## config.mk

```make
export PLATFORM = sky130hd
export DESIGN_NAME = utf16_to_utf8_stream
export DESIGN_NICKNAME = d
export VERILOG_FILES = /design/src/hw/rtl/u16u8_pkg.sv /design/src/hw/rtl/u16u8_front.sv /design/src/hw/rtl/u16u8_queue.sv /design/src/hw/rtl/u16u8_back.sv /design/src/hw/rtl/utf16_to_utf8_stream.sv
export SDC_FILE = /design/constraint.sdc
export NUM_CORES = 1
export LEC_CHECK = 0
export BUFFER_PORTS_ARGS = -buffer_cell sky130_fd_sc_hd__clkbuf_2
export CAP_MARGIN = 0
export CORE_UTILIZATION = 35
export CTS_CLUSTER_DIAMETER = 100
export DETAILED_ROUTE_END_ITERATION = 7
export GPL_ROUTABILITY_DRIVEN = 0
export GPL_TIMING_DRIVEN = 0
export SYNTH_ARGS = -nofsm -noshare
export SYNTH_HDL_FRONTEND = slang
export SYNTH_SLANG_ARGS = --single-unit
```

## constraint.sdc

```tcl
create_clock -name clk -period 6 [get_ports clk]
set_clock_uncertainty 0.15 [all_clocks]
set_input_delay 1.2 -clock clk [delete_from_list [all_inputs] [get_ports clk]]
set_output_delay 1.2 -clock clk [all_outputs]
set_load 0.02 [all_outputs]
```

## src/hw/rtl/u16u8_pkg.sv

```systemverilog
`timescale 1ns / 1ps

package u16u8_pkg;

  // Surrogate range bounds and the offsets used to join a pair.
  localparam logic [15:0] SURR_LO      = 16'hD800;
  localparam logic [15:0] SURR_HI      = 16'hDFFF;
  localparam logic [15:0] TRAIL_BASE   = 16'hDC00;
  localparam logic [20:0] SUPPL_BASE   = 21'h10000;

  // Byte order mark bytes.
  localparam logic [7:0]  MARK_FF      = 8'hFF;
  localparam logic [7:0]  MARK_FE      = 8'hFE;

  // UTF-8 lead and continuation prefixes.
  localparam logic [7:0]  LEAD2        = 8'hC0;
  localparam logic [7:0]  LEAD3        = 8'hE0;
  localparam logic [7:0]  LEAD4        = 8'hF0;
  localparam logic [7:0]  CONT         = 8'h80;

  // Number of bytes one input byte may give.
  localparam int          MAX_BYTES    = 4;

  typedef logic [2:0] byte_cnt_t;

  // One encoded group of UTF-8 bytes, first byte in slot 0.
  typedef struct packed {
    logic [MAX_BYTES-1:0][7:0] bytes;
    byte_cnt_t                 count;
  } enc_entry_t;

endpackage

```

## src/hw/rtl/u16u8_front.sv

```systemverilog
`timescale 1ns / 1ps

module u16u8_front (
  input  logic                  clk,
  input  logic                  rst_n,
  input  logic                  cfg_wr_en,
  input  logic                  cfg_wr_data,
  input  logic                  in_valid,
  output logic                  in_stall,
  input  logic [7:0]            in_data_byte,
  input  logic                  in_string_start,
  input  logic                  q_full,
  output logic                  q_push,
  output u16u8_pkg::enc_entry_t q_push_entry
);
  import u16u8_pkg::*;

  logic        dflt_be_r;
  logic        be_r, be_nxt;
  logic        phase_r, phase_nxt;
  logic [7:0]  held_r, held_nxt;
  logic [15:0] lead_r, lead_nxt;
  logic        await_r, await_nxt;
  logic        win_r, win_nxt;

  logic        accept;
  logic        phase_eff, await_eff, win_eff;
  logic [15:0] unit;
  logic [15:0] trail_x;
  logic [20:0] code;
  enc_entry_t  entry;

  assign in_stall = q_full;
  assign accept   = in_valid && !q_full;

  // A new string drops any partial unit or pair and reopens the mark window.
  assign phase_eff = in_string_start ? 1'b0 : phase_r;
  assign await_eff = in_string_start ? 1'b0 : await_r;
  assign win_eff   = in_string_start ? 1'b1 : win_r;

  // Unit assembly, mark detection and classification of a completed unit.
  always_comb begin
    be_nxt      = be_r;
    phase_nxt   = phase_eff;
    held_nxt    = held_r;
    lead_nxt    = lead_r;
    await_nxt   = await_eff;
    win_nxt     = win_eff;
    unit        = 16'h0;
    trail_x     = 16'h0;
    code        = 21'h0;
    entry.bytes = '0;
    entry.count = '0;
    if (!phase_eff) begin
      held_nxt  = in_data_byte;
      phase_nxt = 1'b1;
    end else begin
      phase_nxt = 1'b0;
      if (win_eff) begin
        win_nxt = 1'b0;
        if (held_r == MARK_FF && in_data_byte == MARK_FE) begin
          be_nxt = 1'b0;
        end else if (held_r == MARK_FE && in_data_byte == MARK_FF) begin
          be_nxt = 1'b1;
        end else begin
          be_nxt = dflt_be_r;
        end
      end
      unit    = be_nxt ? {held_r, in_data_byte} : {in_data_byte, held_r};
      // Code point of a surrogate pair; only bits 20..0 are kept.
      trail_x = unit ^ TRAIL_BASE;
      code    = SUPPL_BASE + {lead_r[10:0] ^ SURR_LO[10:0], 10'b0} + {5'b0, trail_x};
      if (win_eff && ((held_r == MARK_FF && in_data_byte == MARK_FE) ||
                      (held_r == MARK_FE && in_data_byte == MARK_FF))) begin
        // The mark itself gives no output.
        entry.count = '0;
      end else if (await_eff) begin
        await_nxt      = 1'b0;
        entry.bytes[0] = LEAD4 | {5'b0, code[20:18]};
        entry.bytes[1] = CONT | {2'b0, code[17:12]};
        entry.bytes[2] = CONT | {2'b0, code[11:6]};
        entry.bytes[3] = CONT | {2'b0, code[5:0]};
        entry.count    = 3'd4;
      end else if (unit >= SURR_LO && unit <= SURR_HI) begin
        lead_nxt  = unit;
        await_nxt = 1'b1;
      end else if (unit < 16'h0080) begin
        entry.bytes[0] = unit[7:0];
        entry.count    = 3'd1;
      end else if (unit < 16'h0800) begin
        entry.bytes[0] = LEAD2 | {3'b0, unit[10:6]};
        entry.bytes[1] = CONT | {2'b0, unit[5:0]};
        entry.count    = 3'd2;
      end else begin
        entry.bytes[0] = LEAD3 | {4'b0, unit[15:12]};
        entry.bytes[1] = CONT | {2'b0, unit[11:6]};
        entry.bytes[2] = CONT | {2'b0, unit[5:0]};
        entry.count    = 3'd3;
      end
    end
  end

  assign q_push       = accept && (entry.count != '0);
  assign q_push_entry = entry;

  // Configuration register.
  always_ff @(posedge clk) begin
    if (!rst_n) begin
      dflt_be_r <= 1'b1;
    end else if (cfg_wr_en) begin
      dflt_be_r <= cfg_wr_data;
    end
  end

  // Stream state, updated on each input transfer.
  always_ff @(posedge clk) begin
    if (!rst_n) begin
      be_r    <= 1'b1;
      phase_r <= 1'b0;
      held_r  <= 8'h0;
      lead_r  <= 16'h0;
      await_r <= 1'b0;
      win_r   <= 1'b1;
    end else if (accept) begin
      be_r    <= be_nxt;
      phase_r <= phase_nxt;
      held_r  <= held_nxt;
      lead_r  <= lead_nxt;
      await_r <= await_nxt;
      win_r   <= win_nxt;
    end
  end

endmodule

```

## src/hw/rtl/u16u8_queue.sv

```systemverilog
`timescale 1ns / 1ps

module u16u8_queue #(
  parameter int DEPTH = 2
) (
  input  logic                  clk,
  input  logic                  rst_n,
  input  logic                  push,
  input  u16u8_pkg::enc_entry_t push_entry,
  input  logic                  pop,
  output logic                  full,
  output logic                  not_empty,
  output u16u8_pkg::enc_entry_t head
);
  import u16u8_pkg::*;

  localparam int PW = (DEPTH > 1) ? $clog2(DEPTH) : 1;
  localparam int CW = $clog2(DEPTH + 1);

  enc_entry_t     slots_r [DEPTH];
  logic [PW-1:0]  wr_ptr_r, wr_ptr_nxt;
  logic [PW-1:0]  rd_ptr_r, rd_ptr_nxt;
  logic [CW-1:0]  fill_r, fill_nxt;
  logic           do_push, do_pop;

  assign full      = (fill_r == CW'(DEPTH));
  assign not_empty = (fill_r != '0);
  assign head      = slots_r[rd_ptr_r];
  assign do_push   = push && !full;
  assign do_pop    = pop && not_empty;

  // Pointer wrap and fill count.
  always_comb begin
    wr_ptr_nxt = wr_ptr_r;
    rd_ptr_nxt = rd_ptr_r;
    fill_nxt   = fill_r;
    if (do_push) begin
      wr_ptr_nxt = (wr_ptr_r == PW'(DEPTH - 1)) ? '0 : wr_ptr_r + PW'(1);
    end
    if (do_pop) begin
      rd_ptr_nxt = (rd_ptr_r == PW'(DEPTH - 1)) ? '0 : rd_ptr_r + PW'(1);
    end
    if (do_push && !do_pop) begin
      fill_nxt = fill_r + CW'(1);
    end else if (do_pop && !do_push) begin
      fill_nxt = fill_r - CW'(1);
    end
  end

  always_ff @(posedge clk) begin
    if (!rst_n) begin
      wr_ptr_r <= '0;
      rd_ptr_r <= '0;
      fill_r   <= '0;
    end else begin
      wr_ptr_r <= wr_ptr_nxt;
      rd_ptr_r <= rd_ptr_nxt;
      fill_r   <= fill_nxt;
    end
  end

  // Entry storage.
  always_ff @(posedge clk) begin
    if (do_push) begin
      slots_r[wr_ptr_r] <= push_entry;
    end
  end

endmodule

```

## src/hw/rtl/u16u8_back.sv

```systemverilog
`timescale 1ns / 1ps

module u16u8_back (
  input  logic                  clk,
  input  logic                  rst_n,
  input  logic                  q_not_empty,
  input  u16u8_pkg::enc_entry_t q_head,
  output logic                  q_pop,
  output logic                  out_valid,
  input  logic                  out_stall,
  output logic [7:0]            out_utf8_byte,
  output logic                  out_run_last
);
  import u16u8_pkg::*;

  logic [1:0] idx_r, idx_nxt;
  logic       out_valid_r, out_valid_nxt;
  logic [7:0] byte_r;
  logic       last_r;
  logic       load;
  logic       is_last;

  // The output register takes a new byte when it is empty or being transferred.
  assign load    = q_not_empty && (!out_valid_r || !out_stall);
  assign is_last = ({1'b0, idx_r} == q_head.count - 3'd1);
  assign q_pop   = load && is_last;

  always_comb begin
    idx_nxt       = idx_r;
    out_valid_nxt = out_valid_r;
    if (load) begin
      out_valid_nxt = 1'b1;
      idx_nxt       = is_last ? 2'd0 : idx_r + 2'd1;
    end else if (!out_stall) begin
      out_valid_nxt = 1'b0;
    end
  end

  always_ff @(posedge clk) begin
    if (!rst_n) begin
      idx_r       <= 2'd0;
      out_valid_r <= 1'b0;
    end else begin
      idx_r       <= idx_nxt;
      out_valid_r <= out_valid_nxt;
    end
  end

  // Output payload.
  always_ff @(posedge clk) begin
    if (load) begin
      byte_r <= q_head.bytes[idx_r];
      last_r <= is_last;
    end
  end

  assign out_valid     = out_valid_r;
  assign out_utf8_byte = byte_r;
  assign out_run_last  = last_r;

endmodule

```

## src/hw/rtl/utf16_to_utf8_stream.sv

```systemverilog
// The first UTF-8 byte of a unit is written to the queue and then to the output
// register after the input byte that completes the unit is transferred; its other
// bytes follow one per cycle while out_stall is low. The input takes one byte per
// cycle while the queue has room; a unit gives up to three bytes and a pair four, so
// the output side sets the sustained rate.
// Reset (rst_n, synchronous, active low) empties the queue and output register.
`timescale 1ns / 1ps

module utf16_to_utf8_stream #(
  parameter int QUEUE_DEPTH = 2
) (
  input  logic       clk,
  input  logic       rst_n,
  input  logic       cfg_wr_en,
  input  logic       cfg_wr_data,
  input  logic       in_valid,
  output logic       in_stall,
  input  logic [7:0] in_data_byte,
  input  logic       in_string_start,
  output logic       out_valid,
  input  logic       out_stall,
  output logic [7:0] out_utf8_byte,
  output logic       out_run_last
);
  import u16u8_pkg::*;

  logic       q_full, q_push, q_pop, q_not_empty;
  enc_entry_t q_push_entry, q_head;

  // Front end: unit assembly and encoding.
  u16u8_front u_front (
    .clk             (clk),
    .rst_n           (rst_n),
    .cfg_wr_en       (cfg_wr_en),
    .cfg_wr_data     (cfg_wr_data),
    .in_valid        (in_valid),
    .in_stall        (in_stall),
    .in_data_byte    (in_data_byte),
    .in_string_start (in_string_start),
    .q_full          (q_full),
    .q_push          (q_push),
    .q_push_entry    (q_push_entry)
  );

  // Queue of encoded groups.
  u16u8_queue #(
    .DEPTH (QUEUE_DEPTH)
  ) u_queue (
    .clk        (clk),
    .rst_n      (rst_n),
    .push       (q_push),
    .push_entry (q_push_entry),
    .pop        (q_pop),
    .full       (q_full),
    .not_empty  (q_not_empty),
    .head       (q_head)
  );

  // Back end: byte serializer.
  u16u8_back u_back (
    .clk           (clk),
    .rst_n         (rst_n),
    .q_not_empty   (q_not_empty),
    .q_head        (q_head),
    .q_pop         (q_pop),
    .out_valid     (out_valid),
    .out_stall     (out_stall),
    .out_utf8_byte (out_utf8_byte),
    .out_run_last  (out_run_last)
  );

endmodule

```

* After elaboration in Yosys (flattened, before gate mapping)
Memory sizes are Yosys's and may differ from the RTL's. A register that Yosys moved wholly into a read port is not among the register bits. Index checks and enable logic that the tools add are counted. W data, S select, Z words.
Word-level totals: register bits 40, bits in latches 0, RAM bits 70, memory bits (read-only) 0, input port bits 15, output and inout port bits 11, word-level logic and storage cells 101, memories kept 1
Operators by class: $add $sub $neg 8, multipliers 0, div/mod/pow operators 0, order comparisons 5, equality and inequality tests 7, shift operators 0, mux-type cells 37, bitwise gates (word level) 4, reduce and logical (&&, ||, !) cells 25
Memory list:
- u_queue.slots_r | words 2, bits a word 35, read ports 1, clocked after memory_dff 1, write ports 1, line u16u8_queue.sv:20 | enc_entry_t slots_r [DEPTH];
Operators with widths (count):
- $mux W27 | 2
- $mux W35 | 1
- $eq A8 B8 Y1 const B | 4
- $mux W16 | 2
- $mux W32 | 1
- $mux W8 | 3
- $add A17 B21 Y21 const A | 1
- $add A21 B16 Y21 | 1
- $mux W1 | 21
- $mux W17 | 1
- $bmux W8 S2 | 1
- $ge A16 B16 Y1 const B | 1
- $le A16 B16 Y1 const B | 1
- $lt A16 B12 Y1 const B | 1
- $lt A16 B8 Y1 const B | 1
- $logic_and A1 B1 Y1 | 12
- $mux W11 | 1
- $mux W2 | 3
- $logic_not A1 Y1 | 5
- $not A5 Y5 | 1
- $reduce_and A5 Y1 | 1
- $add A2 B1 Y2 const B | 2
- $reduce_and A2 Y1 | 2
- $reduce_bool A2 Y1 | 2
- 11 further kinds | 15

* Longest topological paths before layout
depth in word-level cells 21, gate-level depth with buffers 15, mapped depth without buffers 12

* Hierarchy
From an unflattened synthesis, not the netlist that was laid out.
Unflattened totals: cells, all modules 465, area total of the unflattened synthesis 5636.7 um2
By module, submodules not included:
- u16u8_queue | times used 1, cells each 134, area an instance 2760.1 um2, sequential area each 2202.1 um2
- u16u8_front | times used 1, cells each 291, area an instance 2188.3 um2, sequential area each 480.5 um2
- u16u8_back | times used 1, cells each 40, area an instance 688.2 um2, sequential area each 330.3 um2

* Worst setup path after synthesis
No wires, ideal clock.
path type input -> register, from in in_data_byte[5], to mem u_queue.slots_r[0][0] (netlist name) (enable), library setup time 0.424 ns, data arrival time 4.513 ns, data required time 5.426 ns, path slack 0.913 ns, stages on the path 7, buffers on the path 0, cells stage by stage nand4_1 or4_4 a31oi_4 mux2i_2 nor3_1 a21oi_1 nor2b_1
Between the ends: longest elaborated chain between the ends 19, elaborated cells between the ends (all ways) 27, classes of those cells 4 x order compare; 2 x eq/ne; 13 x mux; 8 x reduce/logical
Ends and longest elaborated chain:
- start, declared | line utf16_to_utf8_stream.sv:18 | input logic [7:0] in_data_byte,
- $eq A8 B8 Y1 | line u16u8_front.sv:63, u16u8_front.sv:74
- $logic_and A1 B1 Y1 | line u16u8_front.sv:63, u16u8_front.sv:74
- $mux W1 | line u16u8_front.sv:63 | end else if (held_r == MARK_FE && in_data_byte == MARK_FF) begin
- $mux W1 | line u16u8_front.sv:61 | if (held_r == MARK_FF && in_data_byte == MARK_FE) begin
- $mux W1 | line u16u8_front.sv:59 | if (win_eff) begin
- $mux W1 | line u16u8_front.sv:54 | if (!phase_eff) begin
- $mux W16 | line u16u8_front.sv:69 | unit = be_nxt ? {held_r, in_data_byte} : {in_data_byte, held_r};
- $lt A16 B12 Y1 | line u16u8_front.sv:90 | end else if (unit < 16'h0800) begin
- [4 not listed]
- $mux W3 (*) | line u16u8_front.sv:73 | if (win_eff && ((held_r == MARK_FF && in_data_byte == MARK_FE) ||
- $mux W35 (*) | line u16u8_front.sv:54
- $reduce_bool A3 Y1 (*) | line u16u8_front.sv:103 | assign q_push = accept && (entry.count != '0);
- $logic_and A1 B1 Y1 (*) | line u16u8_front.sv:103
- $logic_and A1 B1 Y1 (*) | line u16u8_queue.sv:29 | assign do_push = push && !full;
- via u_queue.do_push | line u16u8_queue.sv:24 | logic do_push, do_pop;
- $mux W1 (*) | line u16u8_queue.sv:64 | if (do_push) begin
- $mux W1 (implied by the code) (*) | line u16u8_queue.sv:65 | slots_r[wr_ptr_r] <= push_entry;
- end, declared | line u16u8_queue.sv:20
Mark *: on every way through the listed nets, which the timed path passes. The rest lies on a longest branch. The select of a mux whose other input is x is not followed.

==> key figures <==
Run status
  • Status: finished, final reports clean

CTS
  • CTS root buffer: clkbuf_16
  • H-tree level count: 3
  • Worst skew pair latency: 0.35 ns
  • Sink Count: 103
  • Post-CTS Resized: 0
  • Max clock buf depth: 2
  • TritonCTS Buffers: 9
  • Reg clk slew, reported paths: approximately 0.070 ns
  • Setup bufs post-CTS: 0
  • Hold buffer count at CTS: 0
  • CTS tree: done

Critical path
  • Worst reg-to-reg setup slack: approximately 1.5 ns
  • Critical Path Start: in_data_byte[7]
  • Reg2reg start: u_front.held_r[7]$_SDFFE_PN0P_
  • CP Capture Type: flop
  • CP required: 6.00 ns
  • Reg-to-Reg End: u_queue.slots_r[1][3]$_DFFE_PP_
  • CP Max Fanout: 10
  • Crit path DAT: 4.97 ns
  • Critical path class: primary input to flop
  • Reg2reg path depth: 12
  • CP Launch Type: primary input

Placed design
  • Inst Count DP: 650
  • Placed cell areas: ~5600 µm²
  • DP Worst Slack: 0.656 ns
  • Hpwl dp: approximately 8.7 mm
  • Number of port buffers: 25

Route
  • Total number of vias: around 3600
  • Routed WL per cell: 17.9 µm
  • Residual DRC count: 0
  • DRT antenna net count: 0
  • DRT iter0 DRCs: between 200 and 300
  • Pre-antenna DRT Iters: 5
  • DRT Wirelength: about 12 mm
  • Avg Vias per Cell: 5.47

Synth
  • Post-synth net total: 462
  • Mean Syn Cell Area: 11.9 µm²
  • Netlist cell types: 62
  • Synth top area share: between 40% and 50%
  • Number of synthesized flops with an enable pin: 71
  • Synth Instances: 441
  • Synth Flop Type: edfxtp_1
  • Yosys top cell by area: edfxtp_1
  • Seq/Total Area, Yosys: 53.0%
  • Ys async rst share: 0%
  • Synth area leaders: edfxtp_1 41%, dfxtp_1 12%, mux4_2 5.6%, mux2i_1 4.8%, nand2_1 3.1%
  • Mapped cell area: 5230 µm²
  • Syn. warnings: 0
  • Synthesized flop and latch total: between 100 and 150

Final layout
  • Area of the multi-input gates: 2310 µm²
  • Final core occ: 40.5%
  • Final non-filler cell total: 666
  • Reg area: around 2800 µm²
  • Fillcell total: 1385
  • Post-Layout Inst Area: 5890 µm²
  • Nets: about 500
  • Layout cells sized above 1: between 15 and 20%
  • Most frequent cells in the layout: 71 x edfxtp_1, 43 x nand2_1, 32 x dfxtp_1, 25 x mux2i_1, 25 x clkbuf_2
  • Most common cell after layout, fill and taps aside: edfxtp_1
  • ANT cells: 0
  • P&R area growth vs syn: 12.6%

Global route
  • First-pass GRT wire length: between 15 and 20 mm
  • Global-route usage over all layers: 16.0%
  • Initial antenna violation count: 0
  • Global route overflow: 0
  • Largest net degree at the start of global routing: 33
  • Vias in the first global route: 3510

Pwr
  • Worst vdd rail ir drop: 0.000172 V
  • Final Power: 1.60 mW
  • Leak: 2.20 nW
  • PwrDens: 273 nW/µm²

Timing
  • Final setup viols: 0
  • Slew Limit Fails: 0
  • Min Hold Slack: 0.340 ns
  • Final hold violations: 0
  • Crit path time final: 4.97 ns
  • Slew headroom: 37.0%
  • Worst Slack Setup Final: 1.03 ns
  • Peak Freq: 0.201 GHz
  • Fin crit share: 82.8%
  • Setup TNS: 0 ns
  • Worst-Margin Slew: 0.944 ns
  • RSZ-0062 raised after global routing: no

Die
  • Die area: ~15000 µm²
  • Core footprint: around 15000 µm²
  • Die Y: 124 µm
  • Num rows: 44
  • IO Pins: 26
  • Initial core utilization: 36.0%
  • Die W: 124 µm

Worst hold path
  • Hold-critical path depth: 2
  • Hold path endpoint: u_back.out_valid$_SDFFE_PN0P_
  • Hold Crit Class: flop to flop
  • HP Start: u_back.out_valid$_SDFFE_PN0P_

Job
  • Max-cap viol count: 0
[state kept, by name (all words and copies together) (netlist names), 2 cells and up, named ones only]
name,count
u_front.lead_r,11
u_back.out_utf8_byte,8
u_queue.fill_r,2
u_back.idx_r,2
u_front.held_r,8
u_queue.slots_r,62
[synth_stat cells, types with 3 or more instances]
master	count
o21a_1	3
mux2_2	9
a21boi_0	10
o21ai_0	16
nand4b_1	4
a221oi_1	4
a21oi_1	14
nand3_1	13
and2_1	6
mux2i_1	25
or2_2	3
xnor2_1	9
xor2_1	6
nor4_1	5
o22ai_1	5
nand4_1	7
o21ai_1	3
nor2_1	17
buf_2	3
nor3_1	7
a31oi_1	5
and3_1	6
o211ai_1	5
o211a_1	11
mux4_2	13
or3_1	4
nand2_1	43
ha_1	6
buf_1	4
inv_1	11
nor2b_1	8
dfxtp_1	32
clkbuf_1	17
edfxtp_1	71
[worst max-delay path by stage]
stage | to | slack (ns) | cells past startpoint
after floorplan | u_queue.slots_r[0][0]$_DFFE_PP_ | 0.91 | 7
after global placement | u_queue.slots_r[0][8]$_DFFE_PP_ | -0.32 | 8
after detailed placement | u_queue.slots_r[1][13]$_DFFE_PP_ | 0.66 | 8
after CTS | u_queue.slots_r[1][10]$_DFFE_PP_ | 1.04 | 8
after global routing | u_queue.slots_r[1][3]$_DFFE_PP_ | 0.79 | 13
final | u_queue.slots_r[1][3]$_DFFE_PP_ | 1.03 | 13
[cell type report]
class                      instances  share of cell area, %
buffer                            25                   1.78
tap                              184                   3.91
timing repair buffer              25                   2.12
inverter                          12                  0.765
clock buffer                       9                   3.82
sequential                       103                   47.1
clock inverter                     7                   1.21
multi-input combinational        301                   39.3
[cell families (layout without fill, tap and decap cells)]
group | after synthesis | after routing | synth area share [%]
compound gates | 92 | 92 | 13.1
xor+xnor | 15 | 15 | 2.51
fa+ha+maj | 9 | 9 | 2.03
buf+inv | 37 | 78 | 2.87
flops | 103 | 103 | 53.0
mux | 48 | 48 | 12.6
simple gates | 137 | 137 | 13.9
[critical path, stage by stage]
cell	delay, ns
clkbuf_2	0.18
nand4_2	0.18
or4_4	0.62
a31oi_4	0.23
buf_6	0.19
mux2i_1	0.53
ha_1	0.41
ha_1	0.25
a2111oi_2	0.05
nor3_2	0.38
o2111ai_1	0.21
a31o_2	0.25
a31oi_1	0.27
[routing by layer]
metal | part of all wire [%] | vias to the layer above | global-route usage (%)
li1 | - | 1764 | -
met1 | 47 | 1775 | 21.0
met3 | 3.4 | 17 | 3.02
met2 | 48 | 84 | 26.1
met4 | 1.8 | 0 | 6.31
met5 | 0 | - | 0
[power breakdown]
part	total (mW)	internal, mW	switching [mW]
Clock	0.593	0.325	0.267
Combinational	0.218	0.0802	0.137
Sequential	0.795	0.782	0.0127
Total	1.60	1.19	0.417
(Power assumes the default switching activity.)
